$ cat src/hdl/kana_to_romaji_transliterator_assert.svh
// Assertion macros shared by the transliterator RTL.
// Needs a clock named clk and a reset named rst in the including scope.
`ifndef KANA_TO_ROMAJI_TRANSLITERATOR_ASSERT_SVH
`define KANA_TO_ROMAJI_TRANSLITERATOR_ASSERT_SVH

// antecedent implies consequent in the same cycle
`define KR_ASSERT_IMPLY(label, ante, cons) \
  label: assert property (@(posedge clk) disable iff (rst) (ante) |-> (cons)) \
    else $error("assertion failed");

// antecedent implies consequent in the next cycle
`define KR_ASSERT_NEXT(label, ante, cons) \
  label: assert property (@(posedge clk) disable iff (rst) (ante) |=> (cons)) \
    else $error("assertion failed");

`endif

$ cat src/hdl/kr_pkg.sv
// Types, constants and kana tables for the transliterator.
// No dependencies.
package kr_pkg;

  localparam logic [20:0] KANA_BASE  = 21'h3040;
  localparam logic [20:0] KANA_TOP   = 21'h3096;
  localparam logic [20:0] SMALL_TSU  = 21'h3063;
  localparam logic [20:0] SYLLABIC_N = 21'h3093;
  localparam logic [20:0] WIDE_SHIFT = 21'hFEE0;
  localparam logic [20:0] WIDE_BLANK = 21'h3000;
  localparam logic [20:0] PRINT_LO   = 21'h21;
  localparam logic [20:0] PRINT_HI   = 21'h7E;
  localparam logic [20:0] ASCII_BLANK = 21'h20;

  localparam logic [1:0] MODE_PLAIN  = 2'd0;
  localparam logic [1:0] MODE_WIDE   = 2'd1;
  localparam logic [1:0] MODE_NARROW = 2'd2;

  localparam int NSEG = 6;
  localparam int SLOT_BODY = 3;
  localparam int QDEPTH = 4;

  typedef struct packed {
    logic [1:0]      len;
    logic [2:0][6:0] ch;
  } seg_t;

  typedef struct packed {
    seg_t [NSEG-1:0] seg;
    logic            pt;
    logic [20:0]     cp;
    logic            last;
  } cmd_t;

  function automatic seg_t mk1(input logic [7:0] s);
    seg_t r;
    r = '0;
    r.len = 2'd1;
    r.ch[0] = s[6:0];
    return r;
  endfunction

  function automatic seg_t mk2(input logic [15:0] s);
    seg_t r;
    r = '0;
    r.len = 2'd2;
    r.ch[0] = s[14:8];
    r.ch[1] = s[6:0];
    return r;
  endfunction

  function automatic seg_t mk3(input logic [23:0] s);
    seg_t r;
    r.len = 2'd3;
    r.ch[0] = s[22:16];
    r.ch[1] = s[14:8];
    r.ch[2] = s[6:0];
    return r;
  endfunction

  localparam seg_t SEG_XTU = mk3("xtu");
  localparam seg_t SEG_NN  = mk2("nn");

  function automatic seg_t single_entry(input logic [6:0] off);
    seg_t r;
    case (off)
      7'd1: r = mk2("xa");   7'd2: r = mk1("a");    7'd3: r = mk2("xi");
      7'd4: r = mk1("i");    7'd5: r = mk2("xu");   7'd6: r = mk1("u");
      7'd7: r = mk2("xe");   7'd8: r = mk1("e");    7'd9: r = mk2("xo");
      7'd10: r = mk1("o");   7'd11: r = mk2("ka");  7'd12: r = mk2("ga");
      7'd13: r = mk2("ki");  7'd14: r = mk2("gi");  7'd15: r = mk2("ku");
      7'd16: r = mk2("gu");  7'd17: r = mk2("ke");  7'd18: r = mk2("ge");
      7'd19: r = mk2("ko");  7'd20: r = mk2("go");  7'd21: r = mk2("sa");
      7'd22: r = mk2("za");  7'd23: r = mk3("shi"); 7'd24: r = mk2("ji");
      7'd25: r = mk2("su");  7'd26: r = mk2("zu");  7'd27: r = mk2("se");
      7'd28: r = mk2("ze");  7'd29: r = mk2("so");  7'd30: r = mk2("zo");
      7'd31: r = mk2("ta");  7'd32: r = mk2("da");  7'd33: r = mk3("chi");
      7'd34: r = mk2("di");  7'd36: r = mk3("tsu"); 7'd37: r = mk2("du");
      7'd38: r = mk2("te");  7'd39: r = mk2("de");  7'd40: r = mk2("to");
      7'd41: r = mk2("do");  7'd42: r = mk2("na");  7'd43: r = mk2("ni");
      7'd44: r = mk2("nu");  7'd45: r = mk2("ne");  7'd46: r = mk2("no");
      7'd47: r = mk2("ha");  7'd48: r = mk2("ba");  7'd49: r = mk2("pa");
      7'd50: r = mk2("hi");  7'd51: r = mk2("bi");  7'd52: r = mk2("pi");
      7'd53: r = mk2("fu");  7'd54: r = mk2("bu");  7'd55: r = mk2("pu");
      7'd56: r = mk2("he");  7'd57: r = mk2("be");  7'd58: r = mk2("pe");
      7'd59: r = mk2("ho");  7'd60: r = mk2("bo");  7'd61: r = mk2("po");
      7'd62: r = mk2("ma");  7'd63: r = mk2("mi");  7'd64: r = mk2("mu");
      7'd65: r = mk2("me");  7'd66: r = mk2("mo");  7'd67: r = mk3("xya");
      7'd68: r = mk2("ya");  7'd69: r = mk3("xyu"); 7'd70: r = mk2("yu");
      7'd71: r = mk3("xyo"); 7'd72: r = mk2("yo");  7'd73: r = mk2("ra");
      7'd74: r = mk2("ri");  7'd75: r = mk2("ru");  7'd76: r = mk2("re");
      7'd77: r = mk2("ro");  7'd78: r = mk3("xwa"); 7'd79: r = mk2("wa");
      7'd82: r = mk2("wo");  7'd84: r = mk2("vu");
      default: r = '0;
    endcase
    return r;
  endfunction

  typedef struct packed {
    logic        ygrp;
    logic        egrp;
    logic        vgrp;
    logic        wgrp;
    logic        yegrp;
    logic [1:0]  sl;
    logic [15:0] st;
  } stem_t;

  function automatic stem_t stem_of(input logic [6:0] first);
    stem_t r;
    r = '0;
    case (first)
      7'd13: begin r.ygrp = 1'b1; r.sl = 2'd2; r.st = "ky"; end
      7'd14: begin r.ygrp = 1'b1; r.sl = 2'd2; r.st = "gy"; end
      7'd23: begin r.ygrp = 1'b1; r.egrp = 1'b1; r.sl = 2'd2; r.st = "sh"; end
      7'd24: begin r.ygrp = 1'b1; r.egrp = 1'b1; r.sl = 2'd1; r.st = "j"; end
      7'd33: begin r.ygrp = 1'b1; r.egrp = 1'b1; r.sl = 2'd2; r.st = "ch"; end
      7'd34: begin r.ygrp = 1'b1; r.sl = 2'd2; r.st = "dy"; end
      7'd43: begin r.ygrp = 1'b1; r.sl = 2'd2; r.st = "ny"; end
      7'd50: begin r.ygrp = 1'b1; r.sl = 2'd2; r.st = "hy"; end
      7'd51: begin r.ygrp = 1'b1; r.sl = 2'd2; r.st = "by"; end
      7'd52: begin r.ygrp = 1'b1; r.sl = 2'd2; r.st = "py"; end
      7'd63: begin r.ygrp = 1'b1; r.sl = 2'd2; r.st = "my"; end
      7'd74: begin r.ygrp = 1'b1; r.sl = 2'd2; r.st = "ry"; end
      7'd53: begin r.vgrp = 1'b1; r.sl = 2'd1; r.st = "f"; end
      7'd84: begin r.vgrp = 1'b1; r.sl = 2'd1; r.st = "v"; end
      7'd36: begin r.vgrp = 1'b1; r.sl = 2'd2; r.st = "ts"; end
      7'd6:  begin r.wgrp = 1'b1; r.sl = 2'd1; r.st = "w"; end
      7'd4:  begin r.yegrp = 1'b1; r.sl = 2'd1; r.st = "y"; end
      default: r = '0;
    endcase
    return r;
  endfunction

  function automatic logic can_start(input logic [6:0] off);
    stem_t s;
    s = stem_of(off);
    return s.ygrp | s.vgrp | s.wgrp | s.yegrp;
  endfunction

  function automatic seg_t pair_entry(input logic [6:0] first, input logic [6:0] second);
    stem_t s;
    seg_t r;
    logic [7:0] v;
    logic ysec, vsec, ok;
    s = stem_of(first);
    r = '0;
    case (second)
      7'd67, 7'd1: v = "a";
      7'd3:        v = "i";
      7'd69:       v = "u";
      7'd7:        v = "e";
      7'd71, 7'd9: v = "o";
      default:     v = 8'd0;
    endcase
    ysec = (second == 7'd67) || (second == 7'd69) || (second == 7'd71);
    vsec = (second == 7'd1) || (second == 7'd3) || (second == 7'd7) || (second == 7'd9);
    ok = (s.ygrp & ysec) | (s.egrp & (second == 7'd7)) | (s.vgrp & vsec)
       | (s.wgrp & ((second == 7'd3) || (second == 7'd7)))
       | (s.yegrp & (second == 7'd7));
    if (ok) begin
      if (s.sl == 2'd1) begin
        r.len = 2'd2;
        r.ch[0] = s.st[6:0];
        r.ch[1] = v[6:0];
      end else begin
        r.len = 2'd3;
        r.ch[0] = s.st[14:8];
        r.ch[1] = s.st[6:0];
        r.ch[2] = v[6:0];
      end
    end
    return r;
  endfunction

  function automatic seg_t prefix(input logic pend, input seg_t e);
    seg_t r;
    logic vow;
    r = '0;
    vow = (e.ch[0] == 7'h61) || (e.ch[0] == 7'h69) || (e.ch[0] == 7'h75)
       || (e.ch[0] == 7'h65) || (e.ch[0] == 7'h6F);
    if (pend) begin
      if (vow) begin
        r = SEG_XTU;
      end else begin
        r.len = 2'd1;
        r.ch[0] = e.ch[0];
      end
    end
    return r;
  endfunction

  function automatic logic [20:0] width_map(input logic [1:0] mode, input logic [20:0] c);
    logic [20:0] r;
    r = c;
    case (mode)
      MODE_WIDE: begin
        if (c == ASCII_BLANK) r = WIDE_BLANK;
        else if (c >= PRINT_LO && c <= PRINT_HI) r = c + WIDE_SHIFT;
      end
      MODE_NARROW: begin
        if (c == WIDE_BLANK) r = ASCII_BLANK;
        else if (c >= PRINT_LO + WIDE_SHIFT && c <= PRINT_HI + WIDE_SHIFT) r = c - WIDE_SHIFT;
      end
      default: r = c;
    endcase
    return r;
  endfunction

endpackage

$ cat src/hdl/kr_queue.sv
// Short queue of segment lists between front and back end.
// Depends on kr_pkg.
module kr_queue (
  input  logic          clk,
  input  logic          rst,
  input  logic          wr,
  input  kr_pkg::cmd_t  wdata,
  input  logic          rd,
  output kr_pkg::cmd_t  rdata,
  output logic          full,
  output logic          empty
);
  import kr_pkg::*;

  localparam int AW = $clog2(QDEPTH);

  cmd_t          mem [QDEPTH];
  logic [AW-1:0] wptr, rptr;
  logic [AW:0]   count;

  assign full  = (count == (AW+1)'(QDEPTH));
  assign empty = (count == '0);
  assign rdata = mem[rptr];

  always_ff @(posedge clk) begin
    if (wr) mem[wptr] <= wdata;
  end

  always_ff @(posedge clk) begin
    if (rst) begin
      wptr <= '0;
      rptr <= '0;
      count <= '0;
    end else begin
      if (wr) wptr <= wptr + 1'b1;
      if (rd) rptr <= rptr + 1'b1;
      count <= count + (AW+1)'(wr) - (AW+1)'(rd);
    end
  end

endmodule

$ cat config.mk
export PLATFORM = sky130hd
export DESIGN_NAME = kr_queue
export DESIGN_NICKNAME = d
export VERILOG_FILES = /design/src/hdl/kana_to_romaji_transliterator_assert.svh /design/src/hdl/kr_pkg.sv /design/src/hdl/kr_queue.sv
export SDC_FILE = /design/constraint.sdc
export NUM_CORES = 1
export LEC_CHECK = 0
export ABC_AREA = 1
export BUFFER_PORTS_ARGS = -buffer_cell sky130_fd_sc_hd__buf_2
export CAP_MARGIN = 20
export CELL_PAD_IN_SITES_DETAIL_PLACEMENT = 0
export CELL_PAD_IN_SITES_GLOBAL_PLACEMENT = 2
export CORE_MARGIN = 5
export CORE_UTILIZATION = 40
export CTS_CLUSTER_SIZE = 14
export DETAILED_ROUTE_END_ITERATION = 8
export GPL_TIMING_DRIVEN = 0
export PLACE_DENSITY_LB_ADDON = 0.05
export SKIP_LAST_GASP = 1
export SLEW_MARGIN = 10
export SYNTH_ARGS = -nofsm -noshare
export SYNTH_HDL_FRONTEND = slang
export SYNTH_SLANG_ARGS = --single-unit
$ cat constraint.sdc
create_clock -name clk -period 5 [get_ports clk]
set_input_delay 0.5 -clock clk [delete_from_list [all_inputs] [get_ports clk]]
set_output_delay 0.5 -clock clk [all_outputs]
set_load 0.05 [all_outputs]
==> metrics <==
max_slew headroom 0.4831; clock slew at reported path FFs roughly 60 ps; CTS tree done; cell with the most instances after synthesis edfxtp_1; Die Wd 265.8 µm; Pre-antenna DRT Iters 5; Avg Cell Area, Syn ~14 µm²; met1 GRT Util 0.2400; Power per Cell Area between 400 and 500 nW/µm²; Post-Syn Nets between 2000 and 2500; final cell count without fillers about 3300; CP Launch Type register; Clk network pwr share 0.382; FP Rows 93; Int Power around 9.7 mW; ANT nets after route 0; final setup vio count 0; final worst slack about 2000 ps; # IOs 328; EDFF count, synth approximately 640; Crit. End Element output pin; post-synthesis async set-or-reset flop share 0; initial antenna violation count 24; synth top area cells edfxtp_1, inv_1, o211ai_2, nand2_1, a21oi_1; Worst R2R Path Depth 6; Clock Root Buffer clkbuf_16; CTS Buf Count 72; post-detail-place hpwl ~42000 µm; hold path depth 2; Tightest Pin Transition between 700 and 800 ps; GR peak layer met2; #FFs+latches synth ~650; total global routing track utilization 0.1880; Layout area overhead 19.93%; H-tree Lvls 3; Worst Path Required 4500 ps; vias in the first global route 15930; sequential share of power 0.476; dpl cells 3124; final WL 68250 µm; placer's final routability congestion estimate ~0.73; Mapped Area around 26000 µm²; maxcap violations 0; Mapped Cells between 1500 and 2000; Area after DPL slightly below 30000 µm²; sequential cell area fraction in the yosys report 0.7457; Pleak about 12 nW; final hold viol count 0; DRC Markers 0; post-CTS sizing 0; Post CTS Setup Buffer Count 0; Fin Setup TNS 0 ps; kind of critical path register to output pin; post-synth top area cell edfxtp_1; fin crit share 0.6024; Die H roughly 270 µm; core area 64580 µm²; GR Layer Usage met2 0.3186; Vias/cell 4.867; synth cell count leaders edfxtp_1, inv_1, nand2_1; status complete, no violations; Pwr Total between 10 and 15 mW; worst vdd ir approximately 0.00027 V; Setup WS pre-CTS between 2000 and 3000 ps; minimum clock period about 3000 ps; worst hold path type input pin to register; GRT overflow 0; crit-path max FO 10; P_sw between 3 and 4 mW; clk_lat worst skew 600 ps; Initial DRC Count just over 1000; port bufs 327; Routed WL per cell between 20 and 25 µm; YS warnings 0; Sw Ratio 0.2706; top_reg_cell synth edfxtp_1; hold-fix buffers at CTS 0; # nets final 2515; met3 Resource Use GR 0.05245; share of the synthesized area in the top cell type 0.7388; hold_ws between 80 and 90 ps; global-route wire length before repair 100500 µm; CTS max path bufs 3; largest net degree at the start of global routing between 80 and 90; share of layout cells above drive strength 1 0.2578; Comb pwr share 0.142; Slew Viols, Final 0; Clock Skew roughly 15 ps; Die ar. 70660 µm²; via count about 16000; WP data arrival around 2500 ps; RSZ-0062 raised after global routing false; Util after Layout 0.4861; post-synthesis cell type count 18; initial core utilization 0.4053; Post-Layout Inst Area between 30000 and 40000 µm²; clk sinks around 650; Achievable Freq about 0.33 GHz
-- worst max-delay path: stages, from the launching register on --
cell and delay, ps:
dfxtp_1 300, buf_2 130, buf_2 410, clkbuf_1 490, o21ai_0 210, nand2_1 90, buf_2 290
-- kinds of logic after synthesis --
kind of cell | Yosys count | synth area share
flops | 653 | 0.7457
fa+ha+maj | 7 | 0.003633
simple gates | 336 | 0.04828
buf+inv | 446 | 0.07361
compound gates | 493 | 0.1288
-- final timing paths --
check                                           from                    to  slack, ps
worst max register to register  wptr[0]$_SDFFE_PP0P_  mem[0][71]$_DFFE_PP_       2860
worst min register to register  rptr[1]$_SDFFE_PP0P_  rptr[1]$_SDFFE_PP0P_        480
worst max-delay path                        register             rdata[41]       1990
worst min-delay path                             rst   count[0]$_SDFF_PP0_         80
-- layout by cell type, fill, tap and decap left out, types with 12 or more instances in the layout --
cell type  Yosys  layout
clkbuf_1      19      43
o211ai_1      61      61
o21ai_0      165     165
clkbuf_16      0      73
nand2_1      330     330
buf_2         64     391
o211ai_2     100     100
a21oi_1      167     167
buf_6         22      22
clkinv_1       0      12
edfxtp_1     644     644
inv_1        338     334
-- power groups by stage --
stage                     clock (mW)  combinational, mW  sequential (mW)
after CTS                       5.22               1.93             6.32
after detailed placement           0               1.92             6.43
after global placement             0               1.89             6.49
after floorplan                    0               1.26             6.45
final                           5.08               1.88             6.32
after global routing            5.45               2.02             6.33
-- flip-flops by register name, summed over array words and instances, names as in the netlist, named ones only --
register / flops
rptr: 2
wptr: 2
mem: 644
count: 3
-- metal layers --
layer	vias up	wire (µm)
li1	7595	-
met3	112	4210
met2	362	34030
met1	7793	28360
met5	-	127
met4	18	1526
-- area by class of cell --
type	count	area (µm²)
fillers	5770	33190
flip-flops and latches	653	19520
multi-input cells	836	4730
clock buffers	100	1958
repair buffers	334	1829
inverters	338	1299
well taps	855	1070
plain buffers	108	658.1
clock inverters	28	301.5
diodes	11	27.53
No activity file was read; power rests on OpenSTA's default activity.
