`src/hdl/kana_to_romaji_transliterator_assert.svh`:
```
// Assertion macros shared by the transliterator RTL.
// Needs a clock named clk and a reset named rst in the including scope.
`ifndef KANA_TO_ROMAJI_TRANSLITERATOR_ASSERT_SVH
`define KANA_TO_ROMAJI_TRANSLITERATOR_ASSERT_SVH

// antecedent implies consequent in the same cycle
`define KR_ASSERT_IMPLY(label, ante, cons) \
  label: assert property (@(posedge clk) disable iff (rst) (ante) |-> (cons)) \
    else $error("assertion failed");

// antecedent implies consequent in the next cycle
`define KR_ASSERT_NEXT(label, ante, cons) \
  label: assert property (@(posedge clk) disable iff (rst) (ante) |=> (cons)) \
    else $error("assertion failed");

`endif

```
`src/hdl/kr_pkg.sv`:
```
// Types, constants and kana tables for the transliterator.
// No dependencies.
package kr_pkg;

  localparam logic [20:0] KANA_BASE  = 21'h3040;
  localparam logic [20:0] KANA_TOP   = 21'h3096;
  localparam logic [20:0] SMALL_TSU  = 21'h3063;
  localparam logic [20:0] SYLLABIC_N = 21'h3093;
  localparam logic [20:0] WIDE_SHIFT = 21'hFEE0;
  localparam logic [20:0] WIDE_BLANK = 21'h3000;
  localparam logic [20:0] PRINT_LO   = 21'h21;
  localparam logic [20:0] PRINT_HI   = 21'h7E;
  localparam logic [20:0] ASCII_BLANK = 21'h20;

  localparam logic [1:0] MODE_PLAIN  = 2'd0;
  localparam logic [1:0] MODE_WIDE   = 2'd1;
  localparam logic [1:0] MODE_NARROW = 2'd2;

  localparam int NSEG = 6;
  localparam int SLOT_BODY = 3;
  localparam int QDEPTH = 4;

  typedef struct packed {
    logic [1:0]      len;
    logic [2:0][6:0] ch;
  } seg_t;

  typedef struct packed {
    seg_t [NSEG-1:0] seg;
    logic            pt;
    logic [20:0]     cp;
    logic            last;
  } cmd_t;

  function automatic seg_t mk1(input logic [7:0] s);
    seg_t r;
    r = '0;
    r.len = 2'd1;
    r.ch[0] = s[6:0];
    return r;
  endfunction

  function automatic seg_t mk2(input logic [15:0] s);
    seg_t r;
    r = '0;
    r.len = 2'd2;
    r.ch[0] = s[14:8];
    r.ch[1] = s[6:0];
    return r;
  endfunction

  function automatic seg_t mk3(input logic [23:0] s);
    seg_t r;
    r.len = 2'd3;
    r.ch[0] = s[22:16];
    r.ch[1] = s[14:8];
    r.ch[2] = s[6:0];
    return r;
  endfunction

  localparam seg_t SEG_XTU = mk3("xtu");
  localparam seg_t SEG_NN  = mk2("nn");

  function automatic seg_t single_entry(input logic [6:0] off);
    seg_t r;
    case (off)
      7'd1: r = mk2("xa");   7'd2: r = mk1("a");    7'd3: r = mk2("xi");
      7'd4: r = mk1("i");    7'd5: r = mk2("xu");   7'd6: r = mk1("u");
      7'd7: r = mk2("xe");   7'd8: r = mk1("e");    7'd9: r = mk2("xo");
      7'd10: r = mk1("o");   7'd11: r = mk2("ka");  7'd12: r = mk2("ga");
      7'd13: r = mk2("ki");  7'd14: r = mk2("gi");  7'd15: r = mk2("ku");
      7'd16: r = mk2("gu");  7'd17: r = mk2("ke");  7'd18: r = mk2("ge");
      7'd19: r = mk2("ko");  7'd20: r = mk2("go");  7'd21: r = mk2("sa");
      7'd22: r = mk2("za");  7'd23: r = mk3("shi"); 7'd24: r = mk2("ji");
      7'd25: r = mk2("su");  7'd26: r = mk2("zu");  7'd27: r = mk2("se");
      7'd28: r = mk2("ze");  7'd29: r = mk2("so");  7'd30: r = mk2("zo");
      7'd31: r = mk2("ta");  7'd32: r = mk2("da");  7'd33: r = mk3("chi");
      7'd34: r = mk2("di");  7'd36: r = mk3("tsu"); 7'd37: r = mk2("du");
      7'd38: r = mk2("te");  7'd39: r = mk2("de");  7'd40: r = mk2("to");
      7'd41: r = mk2("do");  7'd42: r = mk2("na");  7'd43: r = mk2("ni");
      7'd44: r = mk2("nu");  7'd45: r = mk2("ne");  7'd46: r = mk2("no");
      7'd47: r = mk2("ha");  7'd48: r = mk2("ba");  7'd49: r = mk2("pa");
      7'd50: r = mk2("hi");  7'd51: r = mk2("bi");  7'd52: r = mk2("pi");
      7'd53: r = mk2("fu");  7'd54: r = mk2("bu");  7'd55: r = mk2("pu");
      7'd56: r = mk2("he");  7'd57: r = mk2("be");  7'd58: r = mk2("pe");
      7'd59: r = mk2("ho");  7'd60: r = mk2("bo");  7'd61: r = mk2("po");
      7'd62: r = mk2("ma");  7'd63: r = mk2("mi");  7'd64: r = mk2("mu");
      7'd65: r = mk2("me");  7'd66: r = mk2("mo");  7'd67: r = mk3("xya");
      7'd68: r = mk2("ya");  7'd69: r = mk3("xyu"); 7'd70: r = mk2("yu");
      7'd71: r = mk3("xyo"); 7'd72: r = mk2("yo");  7'd73: r = mk2("ra");
      7'd74: r = mk2("ri");  7'd75: r = mk2("ru");  7'd76: r = mk2("re");
      7'd77: r = mk2("ro");  7'd78: r = mk3("xwa"); 7'd79: r = mk2("wa");
      7'd82: r = mk2("wo");  7'd84: r = mk2("vu");
      default: r = '0;
    endcase
    return r;
  endfunction

  typedef struct packed {
    logic        ygrp;
    logic        egrp;
    logic        vgrp;
    logic        wgrp;
    logic        yegrp;
    logic [1:0]  sl;
    logic [15:0] st;
  } stem_t;

  function automatic stem_t stem_of(input logic [6:0] first);
    stem_t r;
    r = '0;
    case (first)
      7'd13: begin r.ygrp = 1'b1; r.sl = 2'd2; r.st = "ky"; end
      7'd14: begin r.ygrp = 1'b1; r.sl = 2'd2; r.st = "gy"; end
      7'd23: begin r.ygrp = 1'b1; r.egrp = 1'b1; r.sl = 2'd2; r.st = "sh"; end
      7'd24: begin r.ygrp = 1'b1; r.egrp = 1'b1; r.sl = 2'd1; r.st = "j"; end
      7'd33: begin r.ygrp = 1'b1; r.egrp = 1'b1; r.sl = 2'd2; r.st = "ch"; end
      7'd34: begin r.ygrp = 1'b1; r.sl = 2'd2; r.st = "dy"; end
      7'd43: begin r.ygrp = 1'b1; r.sl = 2'd2; r.st = "ny"; end
      7'd50: begin r.ygrp = 1'b1; r.sl = 2'd2; r.st = "hy"; end
      7'd51: begin r.ygrp = 1'b1; r.sl = 2'd2; r.st = "by"; end
      7'd52: begin r.ygrp = 1'b1; r.sl = 2'd2; r.st = "py"; end
      7'd63: begin r.ygrp = 1'b1; r.sl = 2'd2; r.st = "my"; end
      7'd74: begin r.ygrp = 1'b1; r.sl = 2'd2; r.st = "ry"; end
      7'd53: begin r.vgrp = 1'b1; r.sl = 2'd1; r.st = "f"; end
      7'd84: begin r.vgrp = 1'b1; r.sl = 2'd1; r.st = "v"; end
      7'd36: begin r.vgrp = 1'b1; r.sl = 2'd2; r.st = "ts"; end
      7'd6:  begin r.wgrp = 1'b1; r.sl = 2'd1; r.st = "w"; end
      7'd4:  begin r.yegrp = 1'b1; r.sl = 2'd1; r.st = "y"; end
      default: r = '0;
    endcase
    return r;
  endfunction

  function automatic logic can_start(input logic [6:0] off);
    stem_t s;
    s = stem_of(off);
    return s.ygrp | s.vgrp | s.wgrp | s.yegrp;
  endfunction

  function automatic seg_t pair_entry(input logic [6:0] first, input logic [6:0] second);
    stem_t s;
    seg_t r;
    logic [7:0] v;
    logic ysec, vsec, ok;
    s = stem_of(first);
    r = '0;
    case (second)
      7'd67, 7'd1: v = "a";
      7'd3:        v = "i";
      7'd69:       v = "u";
      7'd7:        v = "e";
      7'd71, 7'd9: v = "o";
      default:     v = 8'd0;
    endcase
    ysec = (second == 7'd67) || (second == 7'd69) || (second == 7'd71);
    vsec = (second == 7'd1) || (second == 7'd3) || (second == 7'd7) || (second == 7'd9);
    ok = (s.ygrp & ysec) | (s.egrp & (second == 7'd7)) | (s.vgrp & vsec)
       | (s.wgrp & ((second == 7'd3) || (second == 7'd7)))
       | (s.yegrp & (second == 7'd7));
    if (ok) begin
      if (s.sl == 2'd1) begin
        r.len = 2'd2;
        r.ch[0] = s.st[6:0];
        r.ch[1] = v[6:0];
      end else begin
        r.len = 2'd3;
        r.ch[0] = s.st[14:8];
        r.ch[1] = s.st[6:0];
        r.ch[2] = v[6:0];
      end
    end
    return r;
  endfunction

  function automatic seg_t prefix(input logic pend, input seg_t e);
    seg_t r;
    logic vow;
    r = '0;
    vow = (e.ch[0] == 7'h61) || (e.ch[0] == 7'h69) || (e.ch[0] == 7'h75)
       || (e.ch[0] == 7'h65) || (e.ch[0] == 7'h6F);
    if (pend) begin
      if (vow) begin
        r = SEG_XTU;
      end else begin
        r.len = 2'd1;
        r.ch[0] = e.ch[0];
      end
    end
    return r;
  endfunction

  function automatic logic [20:0] width_map(input logic [1:0] mode, input logic [20:0] c);
    logic [20:0] r;
    r = c;
    case (mode)
      MODE_WIDE: begin
        if (c == ASCII_BLANK) r = WIDE_BLANK;
        else if (c >= PRINT_LO && c <= PRINT_HI) r = c + WIDE_SHIFT;
      end
      MODE_NARROW: begin
        if (c == WIDE_BLANK) r = ASCII_BLANK;
        else if (c >= PRINT_LO + WIDE_SHIFT && c <= PRINT_HI + WIDE_SHIFT) r = c - WIDE_SHIFT;
      end
      default: r = c;
    endcase
    return r;
  endfunction

endpackage

```
`src/hdl/kr_back.sv`:
```
// Back end: walks a segment list, one character per beat while no stalled pop holds it, into the output register.
// Depends on kr_pkg.
module kr_back (
  input  logic          clk,
  input  logic          rst,
  input  logic [1:0]    mode,
  input  logic          q_empty,
  input  kr_pkg::cmd_t  q_cmd,
  output logic          q_pop,
  input  logic          pop,
  output logic          empty,
  output logic [20:0]   out_code_point,
  output logic          end_of_run,
  output logic          end_of_text
);
  import kr_pkg::*;

  cmd_t        cur;
  logic        busy, ovalid;
  logic [2:0]  slot;
  logic [1:0]  idx;
  logic        adv, nx_found, ld_found;
  logic [2:0]  nx_slot, ld_slot;
  logic [20:0] ch;
  seg_t        seg;

  function automatic logic [3:0] first_nz(input cmd_t c, input logic [3:0] start);
    logic [3:0] r;
    r = 4'b0111;
    for (int i = NSEG - 1; i >= 0; i--) begin
      if (4'(i) >= start && c.seg[i].len != 2'd0) r = {1'b1, 3'(i)};
    end
    return r;
  endfunction

  assign seg = cur.seg[slot];
  assign ch  = (slot == 3'(SLOT_BODY) && cur.pt) ? cur.cp : {14'b0, seg.ch[idx]};
  assign {nx_found, nx_slot} = first_nz(cur, {1'b0, slot} + 4'd1);
  assign {ld_found, ld_slot} = first_nz(q_cmd, 4'd0);
  assign adv   = ~ovalid | pop;
  assign q_pop = ~busy & ~q_empty;
  assign empty = ~ovalid;

  always_ff @(posedge clk) begin
    if (rst) begin
      busy <= 1'b0;
      ovalid <= 1'b0;
    end else begin
      if (busy && adv) begin
        ovalid <= 1'b1;
        if (idx + 2'd1 < seg.len) begin
          idx <= idx + 2'd1;
        end else if (nx_found) begin
          slot <= nx_slot;
          idx <= '0;
        end else begin
          busy <= 1'b0;
        end
      end else if (adv) begin
        ovalid <= 1'b0;
      end
      if (q_pop) begin
        cur <= q_cmd;
        busy <= ld_found;
        slot <= ld_slot;
        idx <= '0;
      end
    end
  end

  always_ff @(posedge clk) begin
    if (busy && adv) begin
      out_code_point <= width_map(mode, ch);
      end_of_run <= ~(idx + 2'd1 < seg.len) & ~nx_found;
      end_of_text <= ~(idx + 2'd1 < seg.len) & ~nx_found & cur.last;
    end
  end

endmodule

```
`config.mk`:
```
export PLATFORM = sky130hd
export DESIGN_NAME = kr_back
export DESIGN_NICKNAME = d
export VERILOG_FILES = /design/src/hdl/kana_to_romaji_transliterator_assert.svh /design/src/hdl/kr_pkg.sv /design/src/hdl/kr_back.sv
export SDC_FILE = /design/constraint.sdc
export NUM_CORES = 1
export LEC_CHECK = 0
export BUFFER_PORTS_ARGS = -buffer_cell sky130_fd_sc_hd__buf_2
export CAP_MARGIN = 0
export CORE_ASPECT_RATIO = 0.5
export CORE_UTILIZATION = 25
export CTS_CLUSTER_DIAMETER = 80
export DETAILED_ROUTE_END_ITERATION = 10
export GPL_ROUTABILITY_DRIVEN = 1
export RECOVER_POWER = 25
export SLEW_MARGIN = 10
export SYNTH_ARGS = -nofsm -noshare
export SYNTH_HDL_FRONTEND = slang
export SYNTH_SLANG_ARGS = --single-unit
```
`constraint.sdc`:
```
create_clock -name clk -period 15.5 [get_ports clk]
set_clock_uncertainty 0.1 [all_clocks]
set_input_delay 0.775 -clock clk [delete_from_list [all_inputs] [get_ports clk]]
set_output_delay 0.775 -clock clk [all_outputs]
set_load 0.005 [all_outputs]
```
==> impl_metrics.tcl <==
set metrics [dict create \
    hold_ws_ns 0.407 \
    whs_endpoint "cur[63]$_DFFE_PP_" \
    status "completed" \
    tns_ns 0 \
    yosys_warnings 0 \
    final.period_utilization 0.281 \
    io-pin-count 192 \
    vdd_drop_max_mv 0.0856 \
    maxSlewHeadroom 0.430 \
    syn_nets 696 \
    fmax_ghz 0.230 \
    n_fill_cell 3194 \
    endpoint_kind "flip-flop" \
    worstSetupPathType "reg2reg" \
    drv_cap 0 \
    cellLeakagePower_uw 0.00375 \
    synth_top_family_by_area "compound AO/OA/AOI/OAI gates" \
    core_area_um2 32000 \
    routed_wl_um 20400 \
    detailed_place_hpwl_um 15400 \
    io_buffers 191 \
    hold_viol_final 0 \
    grt_usage 0.120 \
    die-height_um 130 \
    areaGrowthSynthToFinish_pct 25.4 \
    clock_sinks 191 \
    cts_made_buffers 17 \
    via_count 5207 \
    worstPathRequired_ns 15.58 \
    antenna_left 0 \
    synth-edff-count 189 \
    yosysUniqueCellTypes 66 \
    antenna_found_initial 15 \
    reg2reg_from "slot[2]$_DFFE_PP_" \
    grt_pass1_vias 5302 \
    htree_levels 4 \
    cts_tree "built" \
    hold_buffers 0 \
    synth_xor_area_frac 0.00107 \
    drive_gt1_frac 0.391 \
    crit_arrival_ns 4.44 \
    synth_area_um2 8200 \
    max-clock-path-buffers 2 \
    synth_simple_gate_area_frac 0.0867 \
    reg2regPathDepth 11 \
    first_iter_violations 340 \
    path_max_fanout 16 \
    gr-total-overflow 0 \
    grt_pass1_wl_um 29700 \
    final_nets 896 \
    synth_compound_area_frac 0.0923 \
    cts-root-buf "clkbuf_16" \
    cellPowerDensity_nw_per_um2 120 \
    dieArea_um2 33600 \
    finalPower_uw 1240 \
    synth_seq_cells 191 \
    r2r_slack_ns 11.15 \
    clk_pin_slew_worst_paths_ns 0.07 \
    synth.area.mux_share 0.0860 \
    firstDrtPassIters 5 \
    clk_latency_ns 0.44 \
    hold_path.class "in2reg" \
    initial_core_util 0.256 \
    seq_area_frac_synth 0.697 \
    worst_pin_slew_ns 0.854 \
    slew_viol_final 0 \
    synthAdderAreaFrac 0.0168 \
    rsz0062_at_grt "false" \
    cts_resized 0 \
    die_w_um 258 \
    drc_errors 0 \
    setup_viol_count_final 0 \
    hold_path.startpoint "q_cmd[63]" \
    min_delay_path_depth 1 \
    ys_async_sr_fraction 0 \
    synth.avg_cell_area_um2 15.8 \
    mostFrequentLayoutCells "buf_2, edfxtp_1, nor2_1" \
    vias_per_cell 4.43 \
    cts_setup_buffers 0 \
    fin_crit_ns 4.35 \
    grt_max_degree 67 \
    wl_per_cell_um 17.4 \
    start_kind "flip-flop" \
    synth_cells 518 \
    synthFlopType "edfxtp_1" \
    r2r-end "out_code_point[5]$_DFFE_PP_" \
    final_common_cell "buf_2" \
    row_count 46 \
    gp_congestion 0.776 \
]
-- layout make-up --
cell class              instances  area, µm²  area share
diodes                         12       30.0     0.00292
clock buffers                  17        425      0.0414
clock inverters                15        195      0.0190
inverters                      12       45.0     0.00438
multi-input cells             298       2330       0.226
flip-flops and latches        191       5720       0.556
well taps                     432        541      0.0525
repair buffers                198       1010      0.0980
-- layer usage --
layer  part of all wire  vias to the layer above  track usage  routed length (µm)
met5             0.0013                        -            0                  27
met3              0.049                       33       0.0348                 997
met2               0.55                      128        0.222               11200
met4              0.022                        4       0.0567                 445
met1               0.38                     2572        0.128                7790
li1                   -                     2470            -                   -
-- cell usage after synthesis (4+ instances only) --
library cell | n | area (µm²)
a211oi_1 | 6 | 45.0
a21oi_1 | 18 | 90.1
a222oi_1 | 4 | 40.0
and2_1 | 9 | 56.3
buf_2 | 7 | 35.0
buf_6 | 5 | 56.3
edfxtp_1 | 189 | 5680
ha_1 | 11 | 138
inv_1 | 11 | 41.3
mux2_1 | 4 | 45.0
mux2_2 | 22 | 248
mux2i_1 | 12 | 120
mux4_2 | 11 | 248
nand2_1 | 25 | 93.8
nand2b_1 | 9 | 56.3
nand3_1 | 5 | 25.0
nor2_1 | 33 | 124
nor2b_1 | 10 | 62.6
nor3_1 | 10 | 50.1
nor3b_1 | 4 | 30.0
nor4_1 | 7 | 43.8
o21ai_0 | 22 | 110
o22ai_1 | 10 | 62.6
or2_1 | 4 | 25.0
-- where the power goes --
group	switching (µW)	total [µW]	leakage [µW]	internal, µW
clock network	208	456	0.000307	247
registers	9.94	612	0.00178	602
logic	98.1	170	0.00166	71.6
total	316	1240	0.00375	921
-- registers in the layout, indices dropped and copies added, names as in the netlist --
| name | cells |
|---|---|
| out_code_point | 21 |
| idx | 2 |
| slot | 3 |
| end_of_text | 1 |
| ovalid | 1 |
| cur | 161 |
| busy | 1 |
| end_of_run | 1 |
-- through the flow --
stage / worst slack, ns / utilization / cells / area, µm²
6_report: 11.15 / 0.321 / 1175 / 10300
5_1_grt: 10.78 / 0.321 / 1171 / 10300
4_1_cts: 11.14 / 0.321 / 1163 / 10300
3_5_place_dp: 11.17 / 0.301 / 1131 / 9640
3_3_place_gp: 11.23 / 0.301 / 1131 / 9640
2_1_floorplan: 2.82 / - / 518 / 8200
-- critical path, stage by stage (launching register included) --
cell      delay (ns)
edfxtp_1        0.76
inv_2           0.26
ha_1            0.28
nand2_1         0.25
nand2_1         0.24
nor4_1          0.52
a221oi_2        0.17
nor4_1          0.56
a31oi_1         0.27
and3_1          0.24
a31o_2          0.23
a211o_1         0.22
-- logic make-up (layout without fill, tap and decap cells) --
kind of cell	count (synthesis)	count (layout)
buffers and inverters	29	242
multiplexers	52	52
AO/OA/AOI/OAI	103	103
flip-flops	191	191
adder cells (fa/ha/maj)	11	11
XOR/XNOR	1	1
other	0	12
AND/OR/NAND/NOR	131	131
-- worst max path at each step --
| stage | startpoint | endpoint | slack (ns) | cells past startpoint |
|---|---|---|---|---|
| after floorplan | q_empty | cur[0]$_DFFE_PP_ | 2.82 | 1 |
| after global placement | slot[2]$_DFFE_PP_ | out_code_point[6]$_DFFE_PP_ | 11.23 | 11 |
| after detailed placement | slot[2]$_DFFE_PP_ | out_code_point[6]$_DFFE_PP_ | 11.17 | 11 |
| after CTS | slot[2]$_DFFE_PP_ | out_code_point[6]$_DFFE_PP_ | 11.14 | 11 |
| after global routing | slot[2]$_DFFE_PP_ | out_code_point[5]$_DFFE_PP_ | 10.78 | 11 |
| final | slot[2]$_DFFE_PP_ | out_code_point[5]$_DFFE_PP_ | 11.15 | 11 |
No activity file was read; power rests on OpenSTA's default activity.
